## src/sv/rldb_pkg.sv

```systemverilog
// ----------------------------------------------------------------------------
// rldb_pkg
// Shared constants for the RGB lamp duty blinker: register indexes, blink
// modes, lamp codes and the reciprocal constants for the period divisions.
// ----------------------------------------------------------------------------
package rldb_pkg;

  localparam int unsigned CFG_IDX_W  = 2;
  localparam int unsigned CFG_DATA_W = 16;
  localparam int unsigned PERIOD_W   = 16;
  localparam int unsigned MODE_W     = 3;
  localparam int unsigned LAMP_W     = 3;

  localparam logic [CFG_IDX_W-1:0] CFG_FLASH_PERIOD = 2'd0;
  localparam logic [CFG_IDX_W-1:0] CFG_FLASH_MODE   = 2'd1;
  localparam logic [CFG_IDX_W-1:0] CFG_LAMP_COLOR   = 2'd2;

  localparam logic [MODE_W-1:0] MODE_STEADY        = 3'd0;
  localparam logic [MODE_W-1:0] MODE_HALF          = 3'd1;
  localparam logic [MODE_W-1:0] MODE_THIRD         = 3'd2;
  localparam logic [MODE_W-1:0] MODE_SIXTH         = 3'd3;
  localparam logic [MODE_W-1:0] MODE_ELEVENTH      = 3'd4;
  localparam logic [MODE_W-1:0] MODE_TWO_THIRDS    = 3'd5;
  localparam logic [MODE_W-1:0] MODE_FIVE_SIXTHS   = 3'd6;
  localparam logic [MODE_W-1:0] MODE_TEN_ELEVENTHS = 3'd7;

  localparam logic [LAMP_W-1:0] LAMP_OFF        = 3'b000;
  localparam logic [LAMP_W-1:0] LAMP_GREEN_ONLY = 3'b010;

  // ceil(2^17 / 3) and ceil(2^20 / 11): exact floor quotients for 16-bit values
  localparam logic [15:0] DIV3_RECIP  = 16'd43691;
  localparam logic [16:0] DIV11_RECIP = 17'd95326;

endpackage

```

## src/sv/rgb_lamp_duty_blinker_unit.sv

```systemverilog
// ----------------------------------------------------------------------------
// rgb_lamp_duty_blinker_unit
// Three-lamp RGB indicator driver, one millisecond tick per input word.
// ----------------------------------------------------------------------------
// Each input word is one tick and yields one output word with the lamp drive
// after that tick. A new word is taken every cycle unless the output is
// stalled with both stages full. The input register holds the tick together
// with the lit and dark reload times worked out from the period (constant
// reciprocal multiplies), and the result register holds the lamp state that
// the countdown and phase logic produce. The user must write registers
// through the plain write port only while no word is in flight; the block
// itself does not enforce this.
// ----------------------------------------------------------------------------
module rgb_lamp_duty_blinker_unit (
  input  logic                             clk_i,
  input  logic                             rst_ni,
  input  logic                             cfg_we_i,
  input  logic [rldb_pkg::CFG_IDX_W-1:0]   cfg_idx_i,
  input  logic [rldb_pkg::CFG_DATA_W-1:0]  cfg_data_i,
  input  logic                             in_valid_i,
  output logic                             in_stall_o,
  input  logic                             card_read_i,
  output logic                             out_valid_o,
  input  logic                             out_stall_i,
  output logic                             red_on_o,
  output logic                             green_on_o,
  output logic                             blue_on_o
);

  logic [rldb_pkg::PERIOD_W-1:0] flash_period_q;
  logic [rldb_pkg::MODE_W-1:0]   flash_mode_q;
  logic [rldb_pkg::LAMP_W-1:0]   lamp_color_q;

  logic                          s1_vld_q;
  logic                          card_q;
  logic [rldb_pkg::PERIOD_W-1:0] lit_q;
  logic [rldb_pkg::PERIOD_W-1:0] dark_q;

  logic                          out_vld_q;
  logic [rldb_pkg::LAMP_W-1:0]   lamp_q, lamp_d;
  logic                          phase_lit_q, phase_lit_d;
  logic [rldb_pkg::PERIOD_W-1:0] countdown_q, countdown_d;

  logic out_adv;
  logic s1_adv;
  logic upd;
  logic toggle;

  logic [31:0] prod3;
  logic [32:0] prod11;
  logic [15:0] q2, q3, q6, q11;
  logic [15:0] q3x2, q6x5, q11x10;
  logic [15:0] lit_d, dark_d;
  logic [15:0] cnt_dec;

  assign out_adv    = !out_vld_q || !out_stall_i;
  assign s1_adv     = !s1_vld_q || out_adv;
  assign upd        = s1_vld_q && out_adv;
  assign in_stall_o = !s1_adv;

  assign out_valid_o = out_vld_q;
  assign red_on_o    = lamp_q[0];
  assign green_on_o  = lamp_q[1];
  assign blue_on_o   = lamp_q[2];

  // configuration
  always_ff @(posedge clk_i or negedge rst_ni) begin
    if (!rst_ni) begin
      flash_period_q <= '0;
      flash_mode_q   <= rldb_pkg::MODE_STEADY;
      lamp_color_q   <= rldb_pkg::LAMP_OFF;
    end else if (cfg_we_i) begin
      unique case (cfg_idx_i)
        rldb_pkg::CFG_FLASH_PERIOD: flash_period_q <= cfg_data_i;
        rldb_pkg::CFG_FLASH_MODE:   flash_mode_q   <= cfg_data_i[rldb_pkg::MODE_W-1:0];
        rldb_pkg::CFG_LAMP_COLOR:   lamp_color_q   <= cfg_data_i[rldb_pkg::LAMP_W-1:0];
        default: ;
      endcase
    end
  end

  // reload times
  always_comb begin
    prod3  = {16'b0, flash_period_q} * {16'b0, rldb_pkg::DIV3_RECIP};
    prod11 = {17'b0, flash_period_q} * {16'b0, rldb_pkg::DIV11_RECIP};
    q2     = {1'b0, flash_period_q[15:1]};
    q3     = {1'b0, prod3[31:17]};
    q6     = {2'b0, prod3[31:18]};
    q11    = {3'b0, prod11[32:20]};
    q3x2   = {q3[14:0], 1'b0};
    q6x5   = {q6[13:0], 2'b0} + q6;
    q11x10 = {q11[12:0], 3'b0} + {q11[14:0], 1'b0};
    unique case (flash_mode_q)
      rldb_pkg::MODE_STEADY:        begin lit_d = flash_period_q; dark_d = flash_period_q; end
      rldb_pkg::MODE_HALF:          begin lit_d = q2;     dark_d = q2;     end
      rldb_pkg::MODE_THIRD:         begin lit_d = q3;     dark_d = q3x2;   end
      rldb_pkg::MODE_SIXTH:         begin lit_d = q6;     dark_d = q6x5;   end
      rldb_pkg::MODE_ELEVENTH:      begin lit_d = q11;    dark_d = q11x10; end
      rldb_pkg::MODE_TWO_THIRDS:    begin lit_d = q3x2;   dark_d = q3;     end
      rldb_pkg::MODE_FIVE_SIXTHS:   begin lit_d = q6x5;   dark_d = q6;     end
      rldb_pkg::MODE_TEN_ELEVENTHS: begin lit_d = q11x10; dark_d = q11;    end
    endcase
  end

  always_ff @(posedge clk_i or negedge rst_ni) begin
    if (!rst_ni) begin
      s1_vld_q <= 1'b0;
    end else if (s1_adv) begin
      s1_vld_q <= in_valid_i;
    end
  end

  always_ff @(posedge clk_i) begin
    if (s1_adv && in_valid_i) begin
      card_q <= card_read_i;
      lit_q  <= lit_d;
      dark_q <= dark_d;
    end
  end

  // lamp state
  always_comb begin
    cnt_dec     = (countdown_q != '0) ? countdown_q - 16'd1 : '0;
    lamp_d      = lamp_q;
    phase_lit_d = phase_lit_q;
    countdown_d = cnt_dec;
    toggle      = 1'b0;
    priority if (card_q) begin
      lamp_d = rldb_pkg::LAMP_GREEN_ONLY;
    end else if (lamp_color_q == rldb_pkg::LAMP_OFF) begin
      lamp_d = rldb_pkg::LAMP_OFF;
    end else if (flash_mode_q == rldb_pkg::MODE_STEADY) begin
      lamp_d = lamp_color_q;
    end else if (cnt_dec == '0) begin
      toggle      = 1'b1;
      phase_lit_d = !phase_lit_q;
      if (phase_lit_q) begin
        lamp_d      = rldb_pkg::LAMP_OFF;
        countdown_d = dark_q;
      end else begin
        lamp_d      = lamp_color_q;
        countdown_d = lit_q;
      end
    end
  end

  always_ff @(posedge clk_i or negedge rst_ni) begin
    if (!rst_ni) begin
      out_vld_q   <= 1'b0;
      lamp_q      <= rldb_pkg::LAMP_OFF;
      phase_lit_q <= 1'b0;
      countdown_q <= '0;
    end else begin
      if (out_adv) begin
        out_vld_q <= s1_vld_q;
      end
      if (upd) begin
        lamp_q      <= lamp_d;
        phase_lit_q <= phase_lit_d;
        countdown_q <= countdown_d;
      end
    end
  end

  a_card_green: assert property (@(posedge clk_i) disable iff (!rst_ni)
    (upd && card_q) |=> (lamp_q == rldb_pkg::LAMP_GREEN_ONLY))
    else $error("card tick did not light green only");

  a_phase_hold: assert property (@(posedge clk_i) disable iff (!rst_ni)
    (upd && !toggle) |=> $stable(phase_lit_q))
    else $error("phase changed without a toggle");

  a_state_hold: assert property (@(posedge clk_i) disable iff (!rst_ni)
    !upd |=> ($stable(lamp_q) && $stable(countdown_q)))
    else $error("lamp state moved without a word");

  a_stall_full: assert property (@(posedge clk_i) disable iff (!rst_ni)
    in_stall_o |-> (s1_vld_q && out_vld_q && out_stall_i))
    else $error("input stalled with room in the pipeline");

endmodule

```

## config.mk

```make
export PLATFORM = sky130hd
export DESIGN_NAME = rgb_lamp_duty_blinker_unit
export DESIGN_NICKNAME = d
export VERILOG_FILES = /design/src/sv/rldb_pkg.sv /design/src/sv/rgb_lamp_duty_blinker_unit.sv
export SDC_FILE = /design/constraint.sdc
export NUM_CORES = 1
export LEC_CHECK = 0
export ABC_AREA = 1
export ABC_CLOCK_PERIOD_IN_PS = 10780
export BUFFER_PORTS_ARGS = -buffer_cell sky130_fd_sc_hd__clkbuf_2
export CAP_MARGIN = 10
export CORE_MARGIN = 2
export CORE_UTILIZATION = 60
export CTS_BUF_LIST = sky130_fd_sc_hd__clkbuf_8
export DETAILED_ROUTE_END_ITERATION = 8
export GPL_ROUTABILITY_DRIVEN = 0
export HOLD_SLACK_MARGIN = 0.02
export PLACE_DENSITY = 0.75
export SETUP_SLACK_MARGIN = 0.15
export SYNTH_ARGS = -nofsm -noshare
export SYNTH_HDL_FRONTEND = slang
export SYNTH_SLANG_ARGS = --single-unit
```

## constraint.sdc

```tcl
create_clock -name clk_i -period 10.78 [get_ports clk_i]
set_input_delay 0.539 -clock clk_i [delete_from_list [all_inputs] [get_ports clk_i]]
set_output_delay 0.539 -clock clk_i [all_outputs]
set_load 0.05 [all_outputs]
```

==> flow_summary.ini <==
[outcome]
status = finished, final reports clean

[clocking]
cts.clk_slew.worst_paths_ns = 0.09
cts_setup_buffers = 0
clk_latency_ns = 0.38
cts_num_sinks = 77
cts_tree = yes
post_cts_resized = 0
cts_buffer_depth = 2
cts_made_buffers = 9
cts_hold_buf = 0
h-tree-depth = 3
root_buffer = clkbuf_8

[setup_path]
regToRegSetupSlack_ns = 2.24
endpoint_kind = flop
worstSetupPathType = reg2reg
critPathMaxStageDelay_ns = 0.94
crit_arrival_ns = 8.64
cp.required_ns = 10.88
path_max_fanout = 14
start_kind = flop
crit_path_frequent_cell = nand2_1
crit_slowest_cell = dfrtp_1

[die]
initial_utilization_pct = 60.8
die_area_um2 = 28500
die_y_um = 169
fp-row-count = 60
pin_count = 29
coreArea_um2 = 26800
die_w_um = 169

[finish]
final_layout_size_suffix_gt1_share_pct = 4.10
design_area_um2 = 17100
area_growth_pct = 4.80
final_nets = 2666
diodes = 0

[hold_path]
holdCritPathClass = in2async

[logic_synthesis]
ys_seq_area_share_pct = 12.8
synth_common_cells = 488 x inv_1, 484 x nand2_1, 277 x ha_1, 177 x fa_1, 136 x nor2_1
yosys.area.top_type_share_pct = 21.7
yosysMostFrequentCell = inv_1
synth-seq-cells = 77
synth_area_leaders = fa_1 22%, ha_1 21%, inv_1 11%
yosys_warnings = 0
synth_area_leader_cell = fa_1
syn_nets = 2636
yosysUniqueCellTypes = 48
synth-edff-count = 33
syn_inst = 2158
synth_area_um2 = 16300
syn_avg_cell_area_um2 = 7.55
async_flop_share_pct = 57.1
ys.flop_type = dfrtp_1

[routing]
drtIter0Drc = 1747
wl_met1_mm = 19.1
viasPerCell = 5.68
postRouteWirelength_mm = 46.2
topRoutingLayerUsed = met4
antenna_left = 0
post-route-drc-count = 0
wl_met2_mm = 20.7
num_vias = 14400
firstDrtPassIters = 9
wl_met3_mm = 4.02
routedWlPerCell_um = 18.2

[global_route]
grtUsageTotal_pct = 33.8
grt_max_degree = 45
antenna_found_initial = 0
grt_pass1_vias = 14600
grt_pass1_wl_mm = 74.8
grt_overflow_total = 0

[sta]
relSlewSlack_pct = 26.0
drv_slew = 0
setup_viol = 0
fin_crit_ns = 8.54
grt_setup_unrepaired = no
finalHoldViolCount = 0
fmax_ghz = 0.117
skew_ns = 0.0215
worst_pin_slew_ns = 1.10
setup-tns-final_ns = 0
fin_crit_sh_pct = 79.2

[place]
port_buffers = 28
dpl_cell_area_um2 = 16900
hpwlAfterDp_mm = 38.9

[flow_run]
drv_cap = 0
## critical path, delay by kind of cell, from the launching register on
kind	cells	cell delay, ns
simple gates	11	1.93
xor+xnor	2	0.98
buf+inv	3	0.15
fa+ha+maj	8	3.39
compound gates	5	0.86
flops	1	0.94
## layout make-up
class / instances / area (µm²)
sequential: 77 / 2090
clock inverter: 6 / 70.1
timing repair buffer: 43 / 253
multi-input combinational: 1564 / 12300
inverter: 493 / 1850
tap: 341 / 427
fill: 2363 / 9720
clock buffer: 10 / 138
## cell families after synthesis
| kind of cell | share of synthesized area (%) |
|---|---|
| compound gates | 7.63 |
| simple gates | 21.7 |
| flops | 12.8 |
| fa+ha+maj | 43.0 |
| mux | 0.207 |
| xor+xnor | 2.63 |
| buf+inv | 12.0 |
## routing by layer
metal  track usage (%)  vias up
li1                  -     6852
met1              44.5     6701
met2              54.8      694
met3              5.87      144
met4              15.3        0
met5                 0        -
## worst paths after layout
kind / start / endpoint / cells after the start
min: rst_ni / lamp_q[1] / 2
max: flash_period_q[2] / lit_q[13] / 29
max in group asynchronous: rst_ni / countdown_q[10] / 2
max reg2reg: flash_period_q[2] / lit_q[13] / 29
min in group clk_i: card_read_i / card_q / 1
min reg2reg: s1_vld_q / out_valid_o / 2
## flip-flops by register name (all words and copies together) (netlist names)
| signal | cells |
|---|---|
| lamp_q | 3 |
| s1_vld_q | 1 |
| countdown_q | 16 |
| flash_period_q | 16 |
| card_q | 1 |
| out_valid_o | 1 |
| lit_q | 16 |
| flash_mode_q | 3 |
| dark_q | 16 |
| phase_lit_q | 1 |
| lamp_color_q | 3 |
## cells in the final DEF (no fill, tap or decap), types with 3 or more instances in the layout
master    netlist  routed
xor2_1         37      37
a31oi_1         5       5
nor2_4          4       4
dfrtp_1        44      44
o21ai_0        69      69
inv_2           3       3
nor2_1        136     136
a21oi_1        98      98
a21o_1          9       9
o21bai_1        9       9
o22ai_1         5       5
mux2_2          3       3
fa_1          177     177
o21ai_1        10      10
nand2_1       484     484
clkbuf_2        0      28
o211ai_1        6       6
ha_1          277     277
nand4_1        25      25
inv_1         488     488
nand3_2         3       3
nand3b_1        6       6
nand2_2         3       3
edfxtp_1       33      33
nor2_2          8       8
nand3_1       121     121
nor3_1         26      26
buf_4           0      15
clkbuf_8        0      10
xnor2_1        12      12
and2_1          4       4
a21boi_0        3       3
## metrics by stage
stage / cells / hold WS [ns] / utilization [%] / worst slack, ns
floorplan: 2158 / 0.243 / - / 3.88
global placement: 2518 / 0.471 / 63.0 / 2.67
detailed placement: 2518 / 0.473 / 63.0 / 2.47
CTS: 2534 / 0.269 / 63.7 / 2.43
global route: 2534 / 0.305 / 63.7 / 1.71
finish: 2534 / 0.272 / 63.7 / 2.24
Power is not shown: default switching activity piles up to over one toggle a cycle in this logic, so the estimate is an artifact.
